**config.mk**
```make
export PLATFORM = sky130hd
export DESIGN_NAME = chcv_ctrl
export DESIGN_NICKNAME = d
export VERILOG_FILES = /design/src/rtl/chcv_pkg.sv /design/src/rtl/chcv_ctrl.sv
export SDC_FILE = /design/constraint.sdc
export NUM_CORES = 1
export LEC_CHECK = 0
export ABC_CLOCK_PERIOD_IN_PS = 2100
export BUFFER_PORTS_ARGS = -buffer_cell sky130_fd_sc_hd__buf_2
export CAP_MARGIN = 20
export CORE_MARGIN = 1.5
export CORE_UTILIZATION = 30
export DETAILED_ROUTE_END_ITERATION = 7
export PLACE_DENSITY = 0.45
export SLEW_MARGIN = 20
export SYNTH_ARGS = -nofsm -noshare
export SYNTH_HDL_FRONTEND = slang
export SYNTH_SLANG_ARGS = --single-unit
```
**constraint.sdc**
```tcl
create_clock -name clk_i -period 2.1 [get_ports clk_i]
set_clock_uncertainty 0.05 [all_clocks]
set_input_delay 0 -clock clk_i [delete_from_list [all_inputs] [get_ports clk_i]]
set_output_delay 0 -clock clk_i [all_outputs]
set_load 0.05 [all_outputs]
```
**src/rtl/chcv_pkg.sv**
```systemverilog
// Census Hamming cost volume: shared widths, constants, command type and helpers.
// No dependencies; most other files of the block take their names from here.
package chcv_pkg;

  localparam int unsigned MAX_DISP_DEF = 64;

  localparam int unsigned LOW_W    = 64;
  localparam int unsigned HIGH_W   = 17;
  localparam int unsigned CENSUS_W = LOW_W + HIGH_W;
  localparam int unsigned DISP_W   = 6;
  localparam int unsigned HAM_W    = 7;
  localparam int unsigned NORM_W   = 16;
  localparam int unsigned CFG_W    = 7;
  localparam int unsigned CNT_W    = 7;

  // APB register map
  localparam int unsigned APB_DW  = 32;
  localparam int unsigned ADDR_W  = 3;
  localparam int unsigned RIDX_W  = ADDR_W - 2;
  localparam logic [RIDX_W-1:0] REG_NUM_DISP = 1'b0;
  localparam logic [CFG_W-1:0]  NUM_DISP_RST = 7'd64;

  // norm = floor(h * 2^16 / 121) = (h * ceil(2^32 / 121)) >> 16, exact for h < 1057
  localparam int unsigned SCALE_DIV   = 121;
  localparam int unsigned FRAC_BITS   = 16;
  localparam int unsigned RECIP_SHIFT = 16;
  localparam int unsigned RECIP_W     = 26;
  localparam logic [63:0] RECIP_FULL =
    ((64'd1 << (FRAC_BITS + RECIP_SHIFT)) + 64'(SCALE_DIV) - 64'd1) / 64'(SCALE_DIV);
  localparam logic [RECIP_W-1:0] RECIP = RECIP_FULL[RECIP_W-1:0];

  typedef struct packed {
    logic              start;  // input beat accepted this cycle
    logic              issue;  // history read for disp issued this cycle
    logic [DISP_W-1:0] disp;
    logic              last;   // disp is the final level of the pixel
  } cmd_t;

  function automatic logic [HAM_W-1:0] popcount(input logic [CENSUS_W-1:0] v);
    logic [HAM_W-1:0] n;
    n = '0;
    for (int i = 0; i < CENSUS_W; i++) begin
      n = n + HAM_W'(v[i]);
    end
    return n;
  endfunction

  function automatic logic [NORM_W-1:0] norm_of(input logic [HAM_W-1:0] h);
    logic [HAM_W+RECIP_W-1:0] p;
    p = {{RECIP_W{1'b0}}, h} * {{HAM_W{1'b0}}, RECIP};
    return p[RECIP_SHIFT +: NORM_W];
  endfunction

endpackage

```
**src/rtl/chcv_ctrl.sv**
```systemverilog
// Controller of the census cost block: accepts a pixel, then steps the disparity
// level once per free pipeline slot. Depends on chcv_pkg (cmd_t, widths).
module chcv_ctrl #(
  parameter int unsigned MAX_DISP = chcv_pkg::MAX_DISP_DEF
) (
  input  logic                         clk_i,
  input  logic                         rst_ni,
  input  logic                         in_valid_i,
  output logic                         in_ready_o,
  input  logic [chcv_pkg::CFG_W-1:0]   cfg_num_disp_i,
  input  logic                         adv_i,
  output chcv_pkg::cmd_t               cmd_o
);

  typedef enum logic [1:0] {
    ST_IDLE = 2'b01,
    ST_RUN  = 2'b10
  } state_e;

  state_e                        state_q, state_d;
  logic [chcv_pkg::DISP_W-1:0]   disp_q, disp_d;
  logic [chcv_pkg::DISP_W-1:0]   last_disp_q, last_disp_d;
  logic [chcv_pkg::DISP_W-1:0]   last_idx;
  logic                          accept;

  // effective count minus one: zero reads as one, above MAX_DISP saturates
  always_comb begin
    if (cfg_num_disp_i == '0) begin
      last_idx = '0;
    end else if (cfg_num_disp_i > chcv_pkg::CFG_W'(MAX_DISP)) begin
      last_idx = chcv_pkg::DISP_W'(MAX_DISP - 1);
    end else begin
      last_idx = chcv_pkg::DISP_W'(cfg_num_disp_i - chcv_pkg::CFG_W'(1));
    end
  end

  assign in_ready_o  = (state_q == ST_IDLE);
  assign accept      = in_valid_i && in_ready_o;

  assign cmd_o.start = accept;
  assign cmd_o.issue = (state_q == ST_RUN) && adv_i;
  assign cmd_o.disp  = disp_q;
  assign cmd_o.last  = (disp_q == last_disp_q);

  always_comb begin
    state_d     = state_q;
    disp_d      = disp_q;
    last_disp_d = last_disp_q;
    case (state_q)
      ST_IDLE: begin
        if (accept) begin
          state_d     = ST_RUN;
          disp_d      = '0;
          last_disp_d = last_idx;
        end
      end
      ST_RUN: begin
        if (cmd_o.issue) begin
          if (cmd_o.last) begin
            state_d = ST_IDLE;
          end else begin
            disp_d = disp_q + chcv_pkg::DISP_W'(1);
          end
        end
      end
      default: begin
        state_d = ST_IDLE;
      end
    endcase
  end

  always_ff @(posedge clk_i or negedge rst_ni) begin
    if (!rst_ni) begin
      state_q     <= ST_IDLE;
      disp_q      <= '0;
      last_disp_q <= '0;
    end else begin
      state_q     <= state_d;
      disp_q      <= disp_d;
      last_disp_q <= last_disp_d;
    end
  end

  a_step: assert property (@(posedge clk_i) disable iff (!rst_ni)
    cmd_o.issue && !cmd_o.last |=>
      cmd_o.disp == chcv_pkg::DISP_W'($past(cmd_o.disp) + chcv_pkg::DISP_W'(1)))
    else $error("disparity did not step after issue");

  a_done: assert property (@(posedge clk_i) disable iff (!rst_ni)
    cmd_o.issue && cmd_o.last |=> in_ready_o)
    else $error("not ready after last level issued");

  a_start: assert property (@(posedge clk_i) disable iff (!rst_ni)
    cmd_o.start |=> cmd_o.disp == '0 && !in_ready_o)
    else $error("pixel start did not begin at level zero");

endmodule

```
==> results.py, run 1 <==
metrics = {
    "synth": {
        "synth-async-reset-ratio_pct": 100,
        "synthDistinctLibCells": 41,
        "synth_area_um2": 930,
        "netlist.area_leader.share_pct": 35.0,
        "synth.most_common_cell": "dfrtp_1",
        "synth_ff_type": "dfrtp_1",
        "synth_top_cell_by_area": "dfrtp_1",
        "ys_seq_area_share_pct": 37.8,
        "yosys-top-cells-count": "dfrtp_1, nand2_1",
        "ys_ff_latch": 14,
        "synth_edf_count": 0,
        "ys_warn_count": 0,
        "netlist_instances": 98,
        "yosys-top-cells-area": "dfrtp_1, xnor2_1, ha_1, o31ai_1, a21oi_1",
        "syn_nets": 112,
        "syn_avg_cell_area_um2": 9.49,
    },
    "run": {
        "cap_violations": 0,
    },
    "floorplan": {
        "die_height_um": 58.7,
        "rows": 20,
        "core_um2": 3000,
        "die-area_um2": 3440,
        "die_x_um": 58.7,
        "io_pins": 21,
        "start_util_pct": 31.0,
    },
    "setup_path": {
        "crit_chain": "xnor2_1 -> nand4_1 -> o31ai_1 -> mux2_2",
        "cp-start-kind": "register",
        "worstSetupPathType": "reg2reg",
        "critPathCaptureType": "register",
        "crit_required_ps": 2270,
        "critical_path.slowest_cell": "o31ai_1",
        "critical_path.max_stage_delay_ps": 520,
        "path_max_fanout": 8,
        "critPathArrivalTime_ps": 1890,
    },
    "routing": {
        "drc": 0,
        "final_antenna_net_count": 0,
        "firstDrtPassIters": 4,
        "vias_per_cell": 5.14,
        "drtIter0Drc": 21,
        "totalWireLength_um": 1960,
        "vias": 796,
        "post_drt_wl_per_cell_um": 12.7,
    },
    "power_and_ir_drop": {
        "power.switching_mw": 0.509,
        "p_int_mw": 0.648,
        "seqPwrFrac_pct": 38.7,
        "p_leak_nw": 0.523,
        "irDropWorstVdd_mv": 0.198,
        "power_frac_comb_pct": 47.4,
        "powerDensity_nw_per_um2": 1050,
        "p_sw_share_pct": 44.0,
        "clockPowerShare_pct": 14.0,
    },
    "placement": {
        "gp_congestion": 0.702,
        "io_buffer_count": 20,
        "place_inst": 149,
        "detailed_place_hpwl_um": 1520,
    },
    "sta": {
        "timing.setup.tns_ps": 0,
        "period_needed_ps": 1720,
        "tightest_slew_ps": 537,
        "hold_viol": 0,
        "rsz0062_at_grt": "no",
        "relSlewSlack_pct": 63.9,
        "hold_ws_ps": 19.3,
        "max_freq_mhz": 581,
        "drv_slew": 0,
        "timing.final.crit_share_pct": 81.9,
        "setup_violations": 0,
    },
    "global_routing": {
        "grt-ovfl-total": 0,
        "grt_pass1_vias": 711,
        "antenna_found_initial": 0,
        "grt_pass1_wl_um": 3250,
        "grt_max_degree": 15,
        "grt_usage_pct": 12.3,
    },
    "cts": {
        "cts.htree.levels": 1,
        "cts_sinks": 14,
        "cts_resized": 0,
        "cts_tree": "built",
        "numCtsBuffers": 3,
        "cts-root-buf": "clkbuf_4",
        "cts_max_path_buffers": 2,
        "path_clk_slew_ps": 90,
        "clkLatencyLatePin_ps": 280,
    },
    "layout": {
        "stdcell_count": 155,
        "post-route-util_pct": 36.7,
        "diodes": 0,
        "area_growth_pct": 18.6,
        "nNetsFinal": 137,
        "drive_above_1_share_pct": 26.2,
    },
    "run_status": {
        "status": "finished clean",
    },
    "min_path": {
        "hold_class": "in2reg",
    },
}
-- cells by family after synthesis --
kind of cell | count (synthesis) | share of synthesized area, %
DFF | 14 | 37.8
muxes | 3 | 3.90
adders and majority gates | 4 | 5.25
and+or+nand+nor | 35 | 21.1
buffers and inverters | 9 | 4.84
xor gates and xnor gates | 9 | 8.48
AOI/OAI and AO/OA | 24 | 18.6
-- critical path: cells and delay by family (launching register included) --
| kind | cells | cell delay (ps) |
|---|---|---|
| XOR/XNOR | 1 | 220 |
| AO/OA/AOI/OAI | 1 | 520 |
| multiplexers | 1 | 250 |
| flip-flops | 1 | 490 |
| AND/OR/NAND/NOR | 1 | 140 |
-- state kept, by name (all words and copies together), names as in the netlist --
name	cells
disp_q	6
last_disp_q	6
state_q	2
-- per-layer routing --
layer	global-route usage [%]	up-vias	share of wire, %
met1	15.2	374	48
met4	7.79	0	1.2
met3	1.32	2	2.3
li1	-	406	-
met2	20.4	14	49
met5	0	-	0
-- cell type report --
type | count | area (um2)
Inverter | 6 | 22.5
Sequential cell | 14 | 352
Timing Repair Buffer | 23 | 128
Clock buffer | 4 | 26.3
Tap cell | 33 | 41.3
Fill cell | 309 | 1900
Multi-Input combinational cell | 75 | 533
-- power groups by stage --
stage                     combinational (mW)  sequential (mW)  clock (mW)
after detailed placement               0.552            0.455           0
after global routing                   0.609            0.462       0.182
final                                  0.548            0.447       0.162
after global placement                 0.556            0.452           0
after CTS                              0.556            0.449       0.173
after floorplan                        0.400            0.477           0
-- per-stage QoR --
| step | power, mW | setup WS, ps | instance area, um2 |
|---|---|---|---|
| 3_5_place_dp | 1.01 | 332 | 1060 |
| 4_1_cts | 1.18 | 357 | 1100 |
| 5_1_grt | 1.25 | 307 | 1100 |
| 6_report | 1.16 | 379 | 1100 |
| 2_1_floorplan | 0.877 | 53.5 | 930 |
| 3_3_place_gp | 1.01 | 360 | 1060 |
-- cells in the final DEF, fill, tap and decap left out, types with 2 or more instances in the layout --
cell / instances
buf_2: 20
o31ai_1: 5
dlygate4sd3_1: 2
and2_1: 2
o21ai_0: 3
clkbuf_4: 3
a221o_1: 3
inv_1: 6
nor2b_1: 2
ha_1: 3
xnor2_1: 6
nor2_1: 6
nand2_1: 8
dfrtp_1: 13
and3_1: 2
xor2_1: 3
nand3_1: 3
a21oi_1: 6
nand3b_1: 2
-- worst paths after layout --
check | start | end | slack, ps | cells after the start
setup / recovery | disp_q[2] | disp_q[0] | 380 | 4
hold / removal | cfg_num_disp_i[6] | last_disp_q[5] | 20 | 3
setup reg to reg | disp_q[2] | disp_q[0] | 380 | 4
hold reg to reg | last_disp_q[1] | last_disp_q[1] | 460 | 2
max in group asynchronous | rst_ni | state_q[0] | 1620 | 2
min in group asynchronous | rst_ni | disp_q[0] | 80 | 2
-- what timing repair did --
item / CTS / global route
hold buffers: 2 / 0
endpoints found under the hold margin: 15 / 0
buffers inserted: 0 / 0
No activity file was read; power rests on OpenSTA's default activity.
==> run 2: changes to the inputs <==
Settings changed: ABC_AREA set to 1, ABC_CLOCK_PERIOD_IN_PS 2100 to 1400, PLACE_DENSITY 0.45 to 0.47.
Clock period 2.1 ns to 1.4 ns, I/O delays scaled along.
==> run 2 against run 1 <==
Net effect:
- the run now ends with setup timing left
- total power up 95%
- critical endpoint is now cmd_o[8]
- sequential cell count unchanged
- worst hold slack better by 5.5 ps
- combinational power rose to 2.5 times the previous value
- cell count up 47%
- global-route usage up 4.2 points
==> results.py, run 2 <==
metrics = {
    "layout": {
        "num-fill-cells": 333,
        "mostFrequentLayoutCells": "nand2_1, buf_2, inv_1",
        "nNetsFinal": 199,
        "post-route-util_pct": 45.4,
        "drive_above_1_share_pct": 42.9,
        "top_regs": "disp_q x6, last_disp_q x6, state_q x2",
        "final_common_cell": "nand2_1",
        "area_growth_pct": 43.8,
        "diodes": 0,
        "final_cell_area_um2": 1400,
        "stdcell_count": 228,
    },
    "placement": {
        "pre_cts_ws_ps": 34.0,
        "gp_congestion": 0.758,
        "io_buffer_count": 20,
        "detailed_place_hpwl_um": 1820,
        "place_inst": 212,
        "placed_area_um2": 1170,
    },
    "floorplan": {
        "rows": 20,
        "io_pins": 21,
        "die_height_um": 59.9,
        "start_util_pct": 31.6,
        "core_um2": 3080,
        "die-area_um2": 3590,
        "die_x_um": 59.9,
    },
    "cts": {
        "cts_tree": "built",
        "cts_sinks": 14,
        "cts-root-buf": "clkbuf_4",
        "clkLatencyLatePin_ps": 280,
        "cts_max_path_buffers": 2,
        "numCtsBuffers": 3,
        "cts.htree.levels": 1,
        "path_clk_slew_ps": 80,
    },
    "synth": {
        "synthDistinctLibCells": 23,
        "ys_ff_latch": 14,
        "synth.most_common_cell": "nand2_1",
        "synth_edf_count": 0,
        "ys_seq_area_share_pct": 36.2,
        "ys_warn_count": 0,
        "synth_ff_type": "dfrtp_1",
        "netlist_instances": 147,
        "netlist.area_leader.share_pct": 33.5,
        "synth_area_um2": 972,
        "yosys-top-cells-count": "nand2_1, inv_1, dfrtp_1, nand3_1, nor2_1",
        "synth-async-reset-ratio_pct": 100,
        "syn_nets": 161,
        "syn_avg_cell_area_um2": 6.61,
        "synth_top_cell_by_area": "dfrtp_1",
        "yosys-top-cells-area": "dfrtp_1, nand2_1, inv_1, nand3_1, o21ai_0",
    },
    "global_routing": {
        "grt-ovfl-total": 0,
        "grt_pass1_wl_um": 4370,
        "grt_max_degree": 15,
        "antenna_found_initial": 0,
        "grt_pass1_vias": 974,
        "grt_usage_pct": 16.5,
    },
    "power_and_ir_drop": {
        "irDropWorstVdd_mv": 1.14,
        "p_leak_nw": 0.718,
        "powerDensity_nw_per_um2": 1610,
        "power_mw": 2.25,
    },
    "sta": {
        "rsz0062_at_grt": "yes",
        "final.setup.worst_slack_ps": -6.55,
        "period_needed_ps": 1410,
        "drv_slew": 0,
        "timing.final.crit_share_pct": 100,
        "tightest_slew_ps": 339,
        "setup_violations": 1,
        "hold_viol": 0,
        "max_freq_mhz": 711,
        "relSlewSlack_pct": 77.4,
    },
    "routing": {
        "drtIter0Drc": 13,
        "final_antenna_net_count": 0,
        "vias_per_cell": 4.48,
        "post_drt_wl_per_cell_um": 11.2,
        "drc": 0,
        "totalWireLength_um": 2550,
        "vias": 1022,
        "firstDrtPassIters": 3,
    },
    "setup_path": {
        "crit_required_ps": 1350,
        "cp-start-kind": "register",
        "worstSetupPathType": "reg2out",
        "r2r-end": "disp_q[4]",
        "critPathArrivalTime_ps": 1360,
        "reg2reg_depth": 7,
        "path_max_fanout": 3,
        "crit_path_start": "state_q[0]",
        "setup.reg_to_reg.worst_slack_ps": 10,
        "critPathCapture": "cmd_o[8]",
        "reg2reg_from": "disp_q[1]",
        "critPathCaptureType": "primary output",
    },
    "min_path": {
        "hold_class": "in2reg",
    },
    "run": {
        "cap_violations": 0,
    },
    "run_status": {
        "failed_checks": "setup timing",
        "status": "finished, violations left",
    },
}
run 2: cell types whose count changed in the layout (fill, tap and decap cells not counted), sizes merged, moves of 3 or more:
cell	delta
nand2	+46
buf	+11
nand3	+11
nor2	+8
o21ai	+7
inv	+20
a221o	-3
a21oi	-4
xnor2	-6
o31ai	-5
run 2: worst min path at each step:
stage	startpoint	to	cells past startpoint
2_1_floorplan	rst_ni	disp_q[0]	0
3_3_place_gp	rst_ni	last_disp_q[4]	1
3_5_place_dp	rst_ni	last_disp_q[4]	1
4_1_cts	in_valid_i	state_q[1]	3
5_1_grt	in_valid_i	state_q[1]	3
6_report	in_valid_i	state_q[1]	3
run 2: logic make-up after synthesis:
| logic type | share of synthesized area, % |
|---|---|
| adder cells (fa/ha/maj) | 3.86 |
| XOR/XNOR | 0.901 |
| flip-flops | 36.2 |
| AND/OR/NAND/NOR | 41.4 |
| AO/OA/AOI/OAI | 6.82 |
| buffers and inverters | 10.8 |
run 2: critical path: stages (launching register included):
cell and delay [ps]:
dfstp_2 530, inv_2 50, nor2_4 130, nand2_2 100, inv_2 110, buf_8 150
run 2: timing repair:
item                                   CTS  global route
pin swaps                                4            12
hold buffers                             2             0
gates resized for setup                  9            25
setup endpoints to repair                2            16
endpoints found under the hold margin   15             0
setup buffers                            9             1
run 2: layer usage:
layer	vias to the layer above	part of all wire, %	global-route usage (%)
met5	-	0	0
met4	0	0.39	2.86
met3	2	3.8	4.98
met2	14	49	26.9
met1	473	47	21.9
li1	533	-	-
run 2: per-stage QoR:
step | TNS, ps | hold slack (ps)
floorplan | -870 | -346
global placement | 0 | -134
detailed placement | 0 | -129
CTS | -48.6 | 6.88
global route | -496 | 32.0
finish | -6.55 | 24.8
run 2: layout make-up:
type	count	area, um2	area share [%]
clock buffers	4	26.3	1.88
inverters	26	100	7.16
well taps	44	55.1	3.94
flip-flops and latches	14	359	25.7
multi-input cells	106	623	44.6
repair buffers	34	234	16.7
run 2: power by group:
part | internal, mW | switching (mW) | leakage, nW
combinational | 0.477 | 0.901 | 0.536
clock | 0.111 | 0.135 | 0.0150
sequential | 0.545 | 0.0863 | 0.167
==> run 3: changes to the inputs <==
Settings changed: CELL_PAD_IN_SITES_DETAIL_PLACEMENT set to 0, CELL_PAD_IN_SITES_GLOBAL_PLACEMENT set to 1, PLACE_DENSITY 0.47 to 0.64.
==> run 3 against run 2 <==
Net effect:
- the run still ends with setup timing left
- sequential cell count did not move
- largest cell class unchanged
- maximum frequency rose by 0.30%
- design area rose by 0.72%
- critical path type unchanged
- wire length rose by 0.51%
- die area did not move
- global-route usage fell by 0.72 points
- clock power rose by 25%
==> results.py, run 3 (synthesis gave the netlist of run 2 again) <==
metrics = {
    "run_status": {
        "status": "finished, violations left",
        "failed_checks": "setup timing",
    },
    "cts": {
        "cts_tree": "built",
        "clkLatencyLatePin_ps": 290,
        "cts_max_path_buffers": 2,
        "cts_sinks": 14,
        "path_clk_slew_ps": 90,
        "cts.htree.levels": 1,
        "numCtsBuffers": 3,
        "cts-root-buf": "clkbuf_4",
    },
    "layout": {
        "top_regs": "disp_q x6, last_disp_q x6, state_q x2",
        "final_common_cell": "nand2_1",
        "mostFrequentLayoutCells": "nand2_1, buf_2, inv_1, buf_4",
        "stdcell_count": 233,
        "nNetsFinal": 204,
        "final_cell_area_um2": 1410,
        "area_growth_pct": 44.8,
        "diodes": 0,
        "post-route-util_pct": 45.7,
        "drive_above_1_share_pct": 42.3,
    },
    "routing": {
        "final_antenna_net_count": 0,
        "drc": 0,
        "dr.max_layer_used": "met4",
        "totalWireLength_um": 2560,
        "post_drt_wl_per_cell_um": 11.0,
        "wl_met1_um": 1270,
        "wl_met3_um": 88,
        "vias": 1027,
        "vias_per_cell": 4.41,
        "firstDrtPassIters": 4,
        "wl_met2_um": 1180,
        "drtIter0Drc": 25,
    },
    "floorplan": {
        "die_x_um": 59.9,
        "start_util_pct": 31.6,
        "core_um2": 3080,
        "rows": 20,
        "die_height_um": 59.9,
        "io_pins": 21,
        "die-area_um2": 3590,
    },
    "min_path": {
        "hold_class": "in2reg",
    },
    "sta": {
        "timing.final.crit_share_pct": 100,
        "setup_violations": 1,
        "hold_ws_ps": 27.0,
        "drv_slew": 0,
        "final.setup.worst_slack_ps": -2.32,
        "rsz0062_at_grt": "yes",
        "tightest_slew_ps": 351,
        "max_freq_mhz": 713,
        "relSlewSlack_pct": 76.6,
        "hold_viol": 0,
        "period_needed_ps": 1400,
    },
    "run": {
        "cap_violations": 0,
    },
    "power_and_ir_drop": {
        "clockPowerShare_pct": 13.4,
        "power_frac_comb_pct": 59.5,
        "irDropWorstVdd_mv": 1.11,
        "powerDensity_nw_per_um2": 1630,
        "p_sw_share_pct": 47.5,
        "power.switching_mw": 1.09,
        "seqPwrFrac_pct": 27.1,
        "p_int_mw": 1.20,
        "power_mw": 2.29,
        "p_leak_nw": 0.745,
    },
    "setup_path": {
        "worstSetupPathType": "reg2out",
        "critPathArrivalTime_ps": 1350,
        "critPathCaptureType": "primary output",
        "cp-start-kind": "register",
        "crit_required_ps": 1350,
        "path_max_fanout": 3,
    },
    "placement": {
        "gp_congestion": 0.763,
        "detailed_place_hpwl_um": 1780,
        "place_inst": 213,
        "io_buffer_count": 20,
        "placed_area_um2": 1180,
    },
    "global_routing": {
        "grt-ovfl-total": 0,
        "antenna_found_initial": 0,
        "grt_usage_pct": 15.8,
        "grt_max_degree": 15,
        "grt_pass1_vias": 889,
        "grt_pass1_wl_um": 4140,
    },
}
## run 3: final timing paths
check / from / endpoint / slack, ps / cells past startpoint
min in group asynchronous: rst_ni / last_disp_q[4] / 90 / 2
max in group asynchronous: rst_ni / state_q[0] / 910 / 2
hold / removal: cfg_num_disp_i[3] / last_disp_q[3] / 30 / 5
setup reg to reg: disp_q[2] / disp_q[3] / -2 / 9
hold reg to reg: last_disp_q[1] / last_disp_q[1] / 520 / 2
setup / recovery: disp_q[2] / cmd_o[0] / -2 / 6
## run 3: worst max-delay path: stages, from the launching register on
cell and delay [ps]:
dfrtp_2 450, nand2_1 70, nand2_1 60, nor2_2 140
nand3_2 120, inv_2 90, buf_8 140
## run 3: timing repair
action,in CTS,in global routing
endpoints found under the setup margin,2,13
hold endpoints to repair,17,0
hold buffers,4,0
pin swaps,3,11
setup buffers,9,3
resized for setup,11,17
## run 3: metrics by stage
step / TNS (ps) / worst slack (ps)
after floorplan: -870 / -91.6
after global placement: 0 / 54.5
after detailed placement: 0 / 21.1
after CTS: -3.80 / -3.80
after global routing: -575 / -71.0
final: -2.32 / -2.32
## run 3: layout make-up
cell class | instances | area, um2
clock buffers | 4 | 36.3
fillers | 337 | 1670
inverters | 26 | 100
multi-input cells | 106 | 581
flip-flops and latches | 14 | 359
well taps | 44 | 55.1
repair buffers | 39 | 277
## run 3: power by group through the flow
| stage | registers (mW) | logic [mW] | clock network, mW |
|---|---|---|---|
| 2_1_floorplan | 0.645 | 0.834 | 0 |
| 3_3_place_gp | 0.633 | 1.06 | 0 |
| 3_5_place_dp | 0.638 | 1.08 | 0 |
| 4_1_cts | 0.620 | 1.23 | 0.322 |
| 5_1_grt | 0.643 | 1.50 | 0.336 |
| 6_report | 0.620 | 1.36 | 0.307 |
## run 3: routing by layer
metal | vias to the layer above | global-route usage [%]
li1 | 539 | -
met1 | 471 | 22.0
met2 | 15 | 24.1
met3 | 2 | 4.55
met4 | 0 | 3.81
met5 | - | 0
